==> src/rtl/mto_pkg.sv <==
// shared types and constants of the morphing triangle/saw oscillator
package mto_pkg;

    localparam int PHASE_BITS = 32;
    localparam int OUT_BITS   = 16;
    localparam int FRAC_BITS  = 16;
    localparam int SHAPE_W    = FRAC_BITS + 1;
    localparam int REQ_W      = 2;
    localparam int CFG_IDX_W  = 2;
    localparam int CFG_DATA_W = 32;

    localparam logic [SHAPE_W-1:0] SHAPE_ONE = SHAPE_W'(1) << FRAC_BITS;

    // u = num * 2^OUT_BITS / den, one quotient bit per step
    localparam int DIV_STEPS = OUT_BITS + 1;
    localparam int CNT_W     = $clog2(DIV_STEPS);

    localparam int FIFO_DEPTH = 2;
    localparam int FIFO_PTR_W = 1;
    localparam int FIFO_CNT_W = 2;

    localparam logic [OUT_BITS-1:0] SAMPLE_MAX = {1'b0, {(OUT_BITS-1){1'b1}}};

    localparam logic [REQ_W-1:0] REQ_TICK    = 2'd0;
    localparam logic [REQ_W-1:0] REQ_RESTART = 2'd1;
    localparam logic [REQ_W-1:0] REQ_LOAD    = 2'd2;

    localparam logic [CFG_IDX_W-1:0] CFG_STEP   = 2'd0;
    localparam logic [CFG_IDX_W-1:0] CFG_OFFSET = 2'd1;
    localparam logic [CFG_IDX_W-1:0] CFG_SHAPE  = 2'd2;

    typedef struct packed {
        logic [SHAPE_W-1:0] num;
        logic [SHAPE_W-1:0] den;
    } t_job;

    typedef enum logic [1:0] {
        ST_IDLE,
        ST_DIV,
        ST_DONE
    } t_back_state;

endpackage

==> src/rtl/mto_front.sv <==
// request front end: config registers, phase accumulator, segment selection
module mto_front (
    input  logic                                i_clk,
    input  logic                                i_rst_n,
    input  logic                                i_in_valid,
    output logic                                o_in_ready,
    input  logic [mto_pkg::REQ_W-1:0]           i_req_type,
    input  logic [mto_pkg::PHASE_BITS-1:0]      i_new_phase,
    input  logic                                i_cfg_valid,
    input  logic [mto_pkg::CFG_IDX_W-1:0]       i_cfg_index,
    input  logic [mto_pkg::CFG_DATA_W-1:0]      i_cfg_data,
    output logic                                o_push,
    output mto_pkg::t_job                       o_job,
    input  logic                                i_full
);

    logic [mto_pkg::PHASE_BITS-1:0] r_step;
    logic [mto_pkg::PHASE_BITS-1:0] r_offset;
    logic [mto_pkg::SHAPE_W-1:0]    r_shape;
    logic [mto_pkg::PHASE_BITS-1:0] r_phase;
    logic                           r_pend;

    logic                           w_accept;
    logic [mto_pkg::PHASE_BITS-1:0] w_sampled;
    logic [mto_pkg::SHAPE_W-1:0]    w_p;
    logic [mto_pkg::SHAPE_W-1:0]    w_s;

    assign o_in_ready = !r_pend;
    assign w_accept   = i_in_valid && o_in_ready;
    assign o_push     = r_pend && !i_full;

    always_ff @(posedge i_clk) begin
        if (!i_rst_n) begin
            r_step   <= '0;
            r_offset <= '0;
            r_shape  <= '0;
        end else if (i_cfg_valid) begin
            case (i_cfg_index)
                mto_pkg::CFG_STEP:   r_step   <= i_cfg_data[mto_pkg::PHASE_BITS-1:0];
                mto_pkg::CFG_OFFSET: r_offset <= i_cfg_data[mto_pkg::PHASE_BITS-1:0];
                mto_pkg::CFG_SHAPE:  r_shape  <= i_cfg_data[mto_pkg::SHAPE_W-1:0];
                default: ;
            endcase
        end
    end

    always_ff @(posedge i_clk) begin
        if (!i_rst_n) begin
            r_phase <= '0;
            r_pend  <= 1'b0;
        end else begin
            if (o_push) begin
                r_pend <= 1'b0;
            end
            if (w_accept) begin
                case (i_req_type)
                    mto_pkg::REQ_TICK: begin
                        r_phase <= r_phase + r_step;
                        r_pend  <= 1'b1;
                    end
                    mto_pkg::REQ_RESTART: r_phase <= r_offset;
                    mto_pkg::REQ_LOAD:    r_phase <= i_new_phase;
                    default: ;
                endcase
            end
        end
    end

    assign w_sampled = r_phase + r_offset;
    assign w_p = {1'b0, w_sampled[mto_pkg::PHASE_BITS-1 -: mto_pkg::FRAC_BITS]};
    assign w_s = (r_shape > mto_pkg::SHAPE_ONE) ? mto_pkg::SHAPE_ONE : r_shape;

    // falling part, rising part, or flat zero for a plain saw at phase zero
    always_comb begin
        if (w_p > w_s) begin
            o_job.num = mto_pkg::SHAPE_ONE - w_p;
            o_job.den = mto_pkg::SHAPE_ONE - w_s;
        end else if (w_s == '0) begin
            o_job.num = '0;
            o_job.den = mto_pkg::SHAPE_W'(1);
        end else begin
            o_job.num = w_p;
            o_job.den = w_s;
        end
    end

endmodule

==> src/rtl/mto_fifo.sv <==
// two-entry job queue between front end and divider
module mto_fifo (
    input  logic          i_clk,
    input  logic          i_rst_n,
    input  logic          i_push,
    input  mto_pkg::t_job i_job,
    output logic          o_full,
    input  logic          i_pop,
    output mto_pkg::t_job o_job,
    output logic          o_empty
);

    mto_pkg::t_job                  r_mem [mto_pkg::FIFO_DEPTH];
    logic [mto_pkg::FIFO_PTR_W-1:0] r_wr_ptr;
    logic [mto_pkg::FIFO_PTR_W-1:0] r_rd_ptr;
    logic [mto_pkg::FIFO_CNT_W-1:0] r_count;

    logic w_wr;
    logic w_rd;

    assign o_full  = (r_count == mto_pkg::FIFO_CNT_W'(mto_pkg::FIFO_DEPTH));
    assign o_empty = (r_count == '0);
    assign w_wr    = i_push && !o_full;
    assign w_rd    = i_pop && !o_empty;
    assign o_job   = r_mem[r_rd_ptr];

    always_ff @(posedge i_clk) begin
        if (w_wr) begin
            r_mem[r_wr_ptr] <= i_job;
        end
    end

    always_ff @(posedge i_clk) begin
        if (!i_rst_n) begin
            r_wr_ptr <= '0;
            r_rd_ptr <= '0;
            r_count  <= '0;
        end else begin
            if (w_wr) begin
                r_wr_ptr <= r_wr_ptr + 1'b1;
            end
            if (w_rd) begin
                r_rd_ptr <= r_rd_ptr + 1'b1;
            end
            if (w_wr && !w_rd) begin
                r_count <= r_count + 1'b1;
            end else if (w_rd && !w_wr) begin
                r_count <= r_count - 1'b1;
            end
        end
    end

endmodule

==> src/rtl/mto_back.sv <==
// back end: bit-serial divider, sample mapping and output register
module mto_back (
    input  logic                             i_clk,
    input  logic                             i_rst_n,
    input  logic                             i_empty,
    input  mto_pkg::t_job                    i_job,
    output logic                             o_pop,
    output logic                             o_out_valid,
    input  logic                             i_out_ready,
    output logic signed [mto_pkg::OUT_BITS-1:0] o_sample
);

    mto_pkg::t_back_state r_state;
    mto_pkg::t_back_state n_state;

    logic [mto_pkg::SHAPE_W-1:0]  r_rem;
    logic [mto_pkg::SHAPE_W-1:0]  r_den;
    logic [mto_pkg::SHAPE_W-1:0]  r_quo;
    logic [mto_pkg::CNT_W-1:0]    r_cnt;
    logic                         r_out_valid;
    logic [mto_pkg::OUT_BITS-1:0] r_sample;

    logic                         w_last;
    logic                         w_load;
    logic [mto_pkg::SHAPE_W:0]    w_trial;
    logic                         w_ge;
    logic [mto_pkg::OUT_BITS-1:0] w_sat;

    assign w_last = (r_cnt == mto_pkg::CNT_W'(mto_pkg::DIV_STEPS - 1));

    always_comb begin
        n_state = r_state;
        case (r_state)
            mto_pkg::ST_IDLE: if (!i_empty) n_state = mto_pkg::ST_DIV;
            mto_pkg::ST_DIV:  if (w_last) n_state = mto_pkg::ST_DONE;
            mto_pkg::ST_DONE: if (!r_out_valid || i_out_ready) n_state = mto_pkg::ST_IDLE;
            default:          n_state = mto_pkg::ST_IDLE;
        endcase
    end

    always_comb begin
        o_pop  = 1'b0;
        w_load = 1'b0;
        case (r_state)
            mto_pkg::ST_IDLE: o_pop  = !i_empty;
            mto_pkg::ST_DONE: w_load = !r_out_valid || i_out_ready;
            default: ;
        endcase
    end

    // first step tests the integer bit, later steps shift in a zero
    assign w_trial = (r_cnt == '0) ? {1'b0, r_rem} : {r_rem, 1'b0};
    assign w_ge    = (w_trial >= {1'b0, r_den});

    // u - half, u == 1.0 saturates
    assign w_sat = r_quo[mto_pkg::OUT_BITS] ? mto_pkg::SAMPLE_MAX
                 : {~r_quo[mto_pkg::OUT_BITS-1], r_quo[mto_pkg::OUT_BITS-2:0]};

    always_ff @(posedge i_clk) begin
        if (!i_rst_n) begin
            r_state     <= mto_pkg::ST_IDLE;
            r_out_valid <= 1'b0;
        end else begin
            r_state <= n_state;
            if (w_load) begin
                r_out_valid <= 1'b1;
            end else if (i_out_ready) begin
                r_out_valid <= 1'b0;
            end
        end
    end

    always_ff @(posedge i_clk) begin
        if (o_pop) begin
            r_rem <= i_job.num;
            r_den <= i_job.den;
            r_quo <= '0;
            r_cnt <= '0;
        end else if (r_state == mto_pkg::ST_DIV) begin
            if (w_ge) begin
                r_rem <= mto_pkg::SHAPE_W'(w_trial - {1'b0, r_den});
            end else begin
                r_rem <= w_trial[mto_pkg::SHAPE_W-1:0];
            end
            r_quo <= {r_quo[mto_pkg::SHAPE_W-2:0], w_ge};
            r_cnt <= r_cnt + 1'b1;
        end
        if (w_load) begin
            r_sample <= w_sat;
        end
    end

    assign o_out_valid = r_out_valid;
    assign o_sample    = r_sample;

endmodule

==> src/rtl/morphing_trisaw_oscillator_core.sv <==
// top level of the morphing triangle/saw oscillator
//
// channels: request items (req_type, new_phase) in, sample items out,
// plus a register write port (0 phase step, 1 phase offset, 2 shape).
// a tick item advances the phase and yields one Q1.15 sample; restart
// and load items only set the phase and yield nothing.
// the front end takes a request and updates the phase register, then from
// the registered phase selects the rising or falling segment and queues a
// divide job. the back end runs a 17-step bit-serial divider and takes a
// new job from the queue only once the last sample is in the output
// register, so further jobs wait in the queue meanwhile.
// request ready drops for one cycle after each tick and stays low while
// the two-entry job queue is full.
// a stalled receiver holds the sample in the output register; the divider
// finishes its next job and waits, and the queue then fills up.
// synchronous reset clears the phase, the config registers and the queue;
// request ready is high in the first cycle after reset.
// register writes are taken every cycle and belong in idle periods.
module morphing_trisaw_oscillator_core (
    input  logic                                  i_clk,
    input  logic                                  i_rst_n,
    input  logic                                  i_in_valid,
    output logic                                  o_in_ready,
    input  logic [mto_pkg::REQ_W-1:0]             i_req_type,
    input  logic [mto_pkg::PHASE_BITS-1:0]        i_new_phase,
    output logic                                  o_out_valid,
    input  logic                                  i_out_ready,
    output logic signed [mto_pkg::OUT_BITS-1:0]   o_sample,
    input  logic                                  i_cfg_valid,
    output logic                                  o_cfg_ready,
    input  logic [mto_pkg::CFG_IDX_W-1:0]         i_cfg_index,
    input  logic [mto_pkg::CFG_DATA_W-1:0]        i_cfg_data
);

    mto_pkg::t_job w_push_job;
    mto_pkg::t_job w_pop_job;
    logic          w_push;
    logic          w_full;
    logic          w_pop;
    logic          w_empty;

    assign o_cfg_ready = 1'b1;

    mto_front u_front (
        .i_clk       (i_clk),
        .i_rst_n     (i_rst_n),
        .i_in_valid  (i_in_valid),
        .o_in_ready  (o_in_ready),
        .i_req_type  (i_req_type),
        .i_new_phase (i_new_phase),
        .i_cfg_valid (i_cfg_valid),
        .i_cfg_index (i_cfg_index),
        .i_cfg_data  (i_cfg_data),
        .o_push      (w_push),
        .o_job       (w_push_job),
        .i_full      (w_full)
    );

    mto_fifo u_fifo (
        .i_clk   (i_clk),
        .i_rst_n (i_rst_n),
        .i_push  (w_push),
        .i_job   (w_push_job),
        .o_full  (w_full),
        .i_pop   (w_pop),
        .o_job   (w_pop_job),
        .o_empty (w_empty)
    );

    mto_back u_back (
        .i_clk       (i_clk),
        .i_rst_n     (i_rst_n),
        .i_empty     (w_empty),
        .i_job       (w_pop_job),
        .o_pop       (w_pop),
        .o_out_valid (o_out_valid),
        .i_out_ready (i_out_ready),
        .o_sample    (o_sample)
    );

endmodule

==> config.mk <==
export PLATFORM = sky130hd
export DESIGN_NAME = morphing_trisaw_oscillator_core
export DESIGN_NICKNAME = d
export VERILOG_FILES = /design/src/rtl/mto_pkg.sv /design/src/rtl/mto_front.sv /design/src/rtl/mto_fifo.sv /design/src/rtl/mto_back.sv /design/src/rtl/morphing_trisaw_oscillator_core.sv
export SDC_FILE = /design/constraint.sdc
export NUM_CORES = 1
export LEC_CHECK = 0
export BUFFER_PORTS_ARGS = -buffer_cell sky130_fd_sc_hd__buf_2
export CAP_MARGIN = 20
export CORE_ASPECT_RATIO = 1.2
export CORE_UTILIZATION = 59
export DETAILED_ROUTE_END_ITERATION = 8
export PLACE_DENSITY = 0.88
export SYNTH_ARGS = -nofsm -noshare
export SYNTH_HDL_FRONTEND = slang
export SYNTH_SLANG_ARGS = --single-unit
export TNS_END_PERCENT = 30
==> constraint.sdc <==
create_clock -name i_clk -period 5.34 [get_ports i_clk]
set_input_delay 1.068 -clock i_clk [delete_from_list [all_inputs] [get_ports i_clk]]
set_output_delay 1.068 -clock i_clk [all_outputs]
set_load 0.02 [all_outputs]
Word level (Yosys, flattened, before mapping)
Memories as Yosys holds them, arrays and structs flattened. A register that Yosys moved wholly into a read port is not among the register bits.
Cells that the tools add are included.
{ "classes": {"n_addsub": 10, "multipliers": 0, "n_div": 0, "n_lt_le_gt_ge": 3, "eq_ne": 11, "n_shift": 0, "n_mux": 25, "bitwise": 1, "n_reduce_logical": 28} }
{ "op_table": {"columns": ["op", "n"], "rows": [
  ["$pmux W32 S3", 1],
  ["$mux W17", 4],
  ["$add A32 B32 Y32", 2],
  ["$mux W34", 1],
  ["$mux W33", 1],
  ["$ge A18 B17 Y1", 1],
  ["$mux W18", 1],
  ["$gt A16 B17 Y1", 1],
  ["$gt A17 B17 Y1 const B", 1],
  ["$logic_not A17 Y1", 1],
  ["$sub A17 B16 Y17 const A", 1],
  ["$sub A17 B17 Y17", 1],
  ["$sub A17 B17 Y17 const A", 1],
  ["$mux W1", 11],
  ["$mux W2", 5],
  ["$eq A2 B2 Y1 const B", 4],
  ["$logic_not A2 Y1", 4],
  ["$reduce_and A2 Y1", 4],
  ["$eq A2 B1 Y1 const B", 3],
  ["$logic_and A1 B1 Y1", 6],
  ["$logic_not A1 Y1", 6],
  ["$pmux W2 S3", 1],
  ["$reduce_bool A2 Y1", 3],
  ["$add A5 B1 Y5 const B", 1],
  ["11 further kinds", 13]
]} }
{ "totals": {"register_bits": 193, "latchBits": 0, "mem_bits_rw": 68, "mem_bits_ro": 0, "input_bits": 73, "out_inout_bits": 19, "elab_cells": 94, "n_memories": 1} }
{ "memory_table": {"columns": ["name", "depth", "width", "rd", "rd_ports_with_merged_regs", "wr", "line", "rtl"], "rows": [
  ["u_fifo.r_mem", 2, 34, 1, 1, 1, "mto_fifo.sv:13", "mto_pkg::t_job r_mem [mto_pkg::FIFO_DEPTH];"]
]} }

Depth between registers and ports, before layout
Gate-level depths: netlist of the first run.
{ "logic_depth": {"word_depth": 8, "ltp_mapped": 22} }

Cells and area by module
Synthesis of the first run repeated with hierarchy kept, for this count alone.
{ "unflattened": {"hier_cells": 1731, "hier_area_um2": 15861.5} }
{ "by_module_without_submodules": {"columns": ["module", "instances", "cells_each", "area_each_um2", "seq_area_each_um2"], "rows": [
  ["mto_front", 1, 1232, 9246.4, 2282.2],
  ["mto_back", 1, 366, 3917.5, 2001.9],
  ["mto_fifo", 1, 131, 2686.3, 2142.1],
  ["morphing_trisaw_oscillator_core", 1, 2, 11.3, 0.0]
]} }

Least setup slack after synthesis of the first run
OpenSTA, ideal clock, no wires.
{ "synth_timing": {"path_kind": "flip-flop to flip-flop", "from": "register u_front.r_phase[18] in the netlist's numbering", "to": "memory u_fifo.r_mem[0][10] in the netlist's numbering, data pin", "setup_time_ns": 0.269, "t_arrival_ns": 4.566, "setup_slack_ns": 0.504, "stages_incl_launch_ff": 23, "path_buffers": 3, "cell_sequence": "dfxtp_1 ha_1 clkbuf_1 nand2_1 o211ai_1 a211oi_1 a211oi_1 a221o_1 a31oi_1 a21oi_1 xor2_1 ha_1 nor2b_1 o21ai_0 a211o_1 o21ai_0 o41ai_1 a211o_1 clkbuf_1 buf_1 nor2_1 nand2_1 o21ai_0"} }
{ "synth_rtl": {"columns": ["item", "line", "rtl"], "rows": [
  ["start: declaration", "mto_front.sv:20", "logic [mto_pkg::PHASE_BITS-1:0] r_phase;"],
  ["start signal: assignment", "mto_front.sv:58", "r_phase <= r_phase + r_step;"],
  ["start signal: assignment", "mto_front.sv:61", "mto_pkg::REQ_RESTART: r_phase <= r_offset;"],
  ["start signal: assignment", "mto_front.sv:62", "mto_pkg::REQ_LOAD: r_phase <= i_new_phase;"],
  ["end: declaration", "mto_fifo.sv:13", null]
]} }

==> metrics.txt, run 1 <==
status finished, final reports clean; Final setup viols 0; placed cells 2046; core area between 0.02 and 0.03 mm2; cts repair resizes 0; Combinational Power Share 41.6%; Cell Pwr Density roughly 450 mW/mm2; Root Driver clkbuf_16; final std cells w/o fill between 2000 and 2500; Leakage about 7.0 nW; Die ar. 0.0267 mm2; YS warnings 0; Area contributors post-synth edfxtp_1 23%, dfxtp_1 19%, ha_1 8.3%, nand2_1 7.5%, a21boi_0 4.4%; largest net degree at the start of global routing 57; predominant post-synthesis flop cell dfxtp_1; first-pass GRT wire length approximately 61000 um; Clock Skews 0.0433 ns; Die W 149 um; Clk pin slew, worst setup/hold paths 0.07 ns; Area Overhead vs Synth 11.5%; clk_lat worst skew approximately 0.56 ns; number of synthesized flops with an enable pin roughly 120; Util after Layout 67.1%; layout cell share with drive strength beyond 1 approximately 14%; wire length per cell between 15 and 20 um; CP endpoint kind flip-flop; Clock Tree Buf Depth 3; Post-CTS Setup Bufs 0; synthesized flop and latch total between 200 and 300; mean area per synthesized cell 9.20 um2; post-route ant nets 0; arrival time worst endpoint between 5 and 6 ns; Clock Sinks approximately 260; DP HPWL 27000 um; RSZ-0062 raised after global routing yes; worst min path class flip-flop to flip-flop; H-tree depth 1; I/O pin cnt slightly above 90; I/O Buffers 90; CTS hold repair buffers 0; Fin. Hold Viols 0; Starting Density 60.2%; Worst Setup Path Type flip-flop to flip-flop; TritonCTS clock tree yes; cells after synthesis ~1700; Synth Net Count 1848; CTS buffer count 26; Int Pwr approximately 4.9 mW; worst-path maximum fanout 22; die height 179 um; Max Cap Viol 0; sequential share of power approximately a third; Slew Limit Fails 0; vias per cell 6.20; Seq/Total Area, Yosys between 40% and 50%; drt pass-1 iters 5; Peak VDD IR around 400 uV; gp weighted congestion between 0.9 and 1; Syn Std Cell Area 0.0154 mm2; Total Routing Usage GR between 20 and 30%; clock group share of total power between 20% and 30%; nets 1921; placed cell area roughly 0.016 mm2; CP Launch Type flip-flop; Iter 0 DRT Violations around 820; DRT Wirelength 37800 um; Worst Max-Slew Pin Slew 1.02 ns; Max transition margin roughly a third; Yosys top cell area share 23.0%; Yosys top cell by area edfxtp_1; Async SR Flop Fraction 0%; DRC 0; Sw Ratio approximately 36%; Worst EP required about 5.7 ns; Fin Setup TNS 0 ns; number of global-route vias before repair ~13000; DR vias ~13000; Finished Cell Area around 0.017 mm2; final worst path period need roughly 5.2 ns; Antenna Cells 0; Max Fclk 193 MHz; initial antenna violation count 0; Psw roughly 2.8 mW; Synth cell types 86; row count 64; total congestion overflow 0; Final Cycle Share 97.2%
## metal layers
layer  global-route usage [%]  wire [um]
met1                     34.1      14900
met2                     49.7      18800
met3                     3.51       2410
met4                     13.5       1630
met5                        0          0
## cells in the final DEF, fill, tap and decap left out, types with 26 or more instances in the layout
cell type | Yosys | final
buf_2 | 1 | 90
inv_1 | 52 | 52
edfxtp_1 | 118 | 118
nand2_1 | 309 | 309
clkbuf_16 | 0 | 26
buf_4 | 1 | 36
o21ai_0 | 89 | 88
a21o_1 | 27 | 27
nand3_1 | 26 | 26
dfxtp_1 | 144 | 144
a22oi_1 | 31 | 31
a21oi_1 | 86 | 81
mux2_2 | 35 | 35
a21boi_0 | 91 | 91
xnor2_1 | 42 | 41
nor2_1 | 71 | 70
nor3_1 | 27 | 27
ha_1 | 102 | 99
## cells in the mapped netlist (16+ instances only)
cell type,count
or2_2,17
nand3_1,26
edfxtp_1,118
nand2_1,309
nor2b_1,18
a21oi_1,86
o21ai_0,89
o211a_1,16
inv_1,52
o211ai_1,21
xor2_1,23
a21o_1,27
mux2_2,35
nor3_1,27
a22oi_1,31
xnor2_1,42
a22o_1,16
clkbuf_1,74
a21boi_0,91
nor2_1,71
dfxtp_1,144
mux2i_1,18
ha_1,102
## metrics by stage
step | hold slack (ns) | power, mW | setup slack (ns)
2_1_floorplan | 0.438 | 5.09 | 0.504
3_3_place_gp | 0.455 | 5.70 | 0.216
3_5_place_dp | 0.461 | 5.83 | 0.0544
4_1_cts | 0.475 | 7.68 | 0.0290
5_1_grt | 0.497 | 8.17 | -0.0522
6_report | 0.473 | 7.70 | 0.147
## power by group through the flow
stage	Sequential (mW)	Clock [mW]	Combinational, mW
floorplan	2.63	0	2.46
global placement	2.67	0	3.04
detailed placement	2.68	0	3.15
CTS	2.64	1.87	3.17
global route	2.66	1.95	3.55
finish	2.64	1.85	3.20
## critical path, stage by stage (launching register included)
cell      delay [ns]
dfxtp_1         0.35
ha_1            0.30
a31oi_1         0.28
a22oi_1         0.20
a41oi_2         0.31
a211oi_4        0.12
a221o_2         0.43
a21o_1          0.20
o41ai_2         0.25
xnor2_1         0.14
ha_1            0.31
nand4_1         0.09
or3_1           0.37
o221ai_1        0.17
o41ai_1         0.10
a211o_1         0.34
buf_4           0.24
or4_2           0.61
a31oi_1         0.22
## final timing paths
| path | slack, ns | start | to | depth (start not counted) |
|---|---|---|---|---|
| max reg2reg | 0.15 | u_front.r_phase[1] | u_fifo.r_mem[1][29] | 18 |
| min reg2reg | 0.47 | u_front.r_step[6] | u_front.r_step[6] | 2 |
| max | 0.15 | u_front.r_phase[1] | u_fifo.r_mem[1][29] | 18 |
| min | 0.47 | u_front.r_step[6] | u_front.r_step[6] | 2 |
## cell families (layout without fill, tap and decap cells)
group	count (synthesis)	after routing	share of synthesized area, %
other	1	1	0.0244
multiplexers	53	53	3.73
AND/OR/NAND/NOR	562	562	16.7
AO/OA/AOI/OAI	488	488	21.9
flip-flops	262	262	41.8
XOR/XNOR	66	66	3.86
adder cells (fa/ha/maj)	104	104	8.56
buffers and inverters	135	228	3.38
## sequential cells by signal, indices dropped and copies added, names as in the netlist, 2 cells and up, named ones only
signal and count:
u_back.r_rem 17, u_fifo.r_count 2, u_back.o_sample 16, u_front.r_shape 17, u_front.r_step 32, u_back.r_den 17
u_fifo.r_mem 68, u_front.r_offset 32, u_back.r_state 2, u_back.r_quo 17, u_front.r_phase 32, u_back.r_cnt 5
## cell type report
cell class                 count  area (um2)
tap                          330         413
inverter                      54         203
sequential                   262        6430
clock buffer                  29         662
timing repair buffer         126         721
clock inverter                19         193
multi-input combinational   1274        8530
fill                        1937        8400
Power figures use the tool's default switching activity.
==> run 2: changes to the inputs <==
CELL_PAD_IN_SITES_DETAIL_PLACEMENT = 1   (was default)
CELL_PAD_IN_SITES_GLOBAL_PLACEMENT = 2   (was default)
CORE_UTILIZATION = 39   (was 59)
PLACE_DENSITY = 0.9   (was 0.88)
==> metrics.txt, run 2 (synthesis results as in run 1) <==
Leakage between 7 and 8 nW; min-delay src u_back.r_quo[4]; worst-path maximum fanout 15; first-pass GRT wire length about 70000 um; Max transition margin approximately two fifths; gp weighted congestion between 0.8 and 0.9; I/O pin cnt between 90 and 100; Max Fclk between 150 and 200 MHz; drt pass-1 iters 5; total congestion overflow 0; Area Overhead vs Synth 14.7%; I/O Buffers 90; Antenna Cells 0; most frequent cells in the layout 309 x nand2_1, 139 x dfxtp_1, 118 x edfxtp_1; Final setup viols 0; Total Routing Usage GR about 22%; CTS buffer count 28; DRC 0; post-route ant nets 0; H-tree depth 1; Worst Setup Path Type flip-flop to flip-flop; Worst Max-Slew Pin Slew ~0.92 ns; DP HPWL ~32000 um; DR vias 12800; Worst EP required roughly 5.6 ns; wire length per cell between 15 and 20 um; worst min path class flip-flop to flip-flop; final std cells w/o fill 2301; Die ar. between 0.04 and 0.05 mm2; Reg with most FFs u_fifo.r_mem; die height between 200 and 250 um; number of global-route vias before repair approximately 13000; Clock Skews approximately 0.013 ns; Clock Sinks ~260; arrival time worst endpoint approximately 5.4 ns; initial antenna violation count 0; max reg flops around 70; placed cells ~2200; DRT Wirelength between 40000 and 50000 um; status finished, final reports clean; final worst path period need between 5 and 6 ns; CP Launch Type flip-flop; Cell Pwr Density around 450 mW/mm2; Util after Layout 45.4%; clk_lat worst skew 0.56 ns; CP endpoint kind flip-flop; most common cell after layout, fill and taps aside nand2_1; Root Driver clkbuf_16; Slew Limit Fails 0; Starting Density 39.6%; Fin Setup TNS 0 ns; TritonCTS clock tree yes; Die W roughly 180 um; Peak VDD IR 257 uV; largest net degree at the start of global routing around 90; layout cell share with drive strength beyond 1 about 16%; Max Cap Viol 0; Iter 0 DRT Violations about 630; crit path from u_front.r_offset[1]; register area 0.00643 mm2; Final Cycle Share a little over nine tenths; Clk pin slew, worst setup/hold paths about 0.06 ns; Pwr Total between 7 and 8 mW; row count 79; nets ~1900; Fin. Hold Viols 0; worst r2r src u_front.r_offset[1]; vias per cell between 5 and 6; Clock Tree Buf Depth 3; core area 0.0388 mm2; area occupied by multi-input gates about 0.0086 mm2; # fillers about 4500
[run 2: what timing repair did]
action | 4_1_cts | 5_1_grt
endpoints found under the setup margin | 6 | 62
gates resized for setup | 2 | 35
cloned | 0 | 1
pin swaps | 0 | 13
setup buffers | 0 | 5
hold buffers | 0 | 0
endpoints found under the hold margin | 0 | 0
[run 2: area by class of cell]
class,count,share of cell area (%)
Multi-Input combinational cell,1274,49.0
Inverter,54,1.15
Clock buffer,40,4.41
Tap cell,526,3.73
Clock inverter,12,0.589
Sequential cell,262,36.5
Timing Repair Buffer,133,4.64
[run 2: path summary, 6_finish.rpt]
kind / cells after the start / to / slack (ns)
worst min register to register: 2 / u_back.r_quo[4] / 0.47
worst min-delay path: 2 / u_back.r_quo[4] / 0.47
worst max register to register: 20 / u_fifo.r_mem[0][20] / 0.17
worst max-delay path: 20 / u_fifo.r_mem[0][20] / 0.17
[run 2: metrics by stage]
stage,hold WS (ns),instance area [um2],setup slack [ns]
2_1_floorplan,0.438,15400,0.504
3_3_place_gp,0.453,16500,0.0856
3_5_place_dp,0.464,16500,-0.106
4_1_cts,0.477,17400,0.0404
5_1_grt,0.487,17600,-0.0171
6_report,0.472,17600,0.175
[run 2: critical path, stage by stage, from the launching register on]
cell	delay, ns
dfxtp_1	0.33
ha_1	0.30
a31oi_2	0.25
a22oi_1	0.16
a41oi_2	0.28
a211oi_2	0.15
a221o_1	0.39
a21o_1	0.23
o41ai_4	0.39
xnor2_2	0.14
ha_1	0.31
nand4_1	0.14
or3_4	0.40
o221ai_1	0.19
o41ai_1	0.11
a211o_2	0.34
inv_2	0.14
nor2_1	0.09
buf_12	0.17
o21ai_0	0.20
o21ai_0	0.17
[run 2: power by group]
group	total, mW	internal (mW)	switching [mW]
Combinational	3.37	1.40	1.97
Sequential	2.65	2.52	0.132
Clock	1.89	1.06	0.822
[run 2: routing by layer]
layer | vias to the layer above | wire length [um] | track usage, %
met4 | 0 | 982 | 6.78
li1 | 6219 | - | -
met2 | 195 | 23000 | 40.9
met1 | 6307 | 18800 | 25.7
met3 | 61 | 1270 | 2.12
met5 | - | 0 | 0
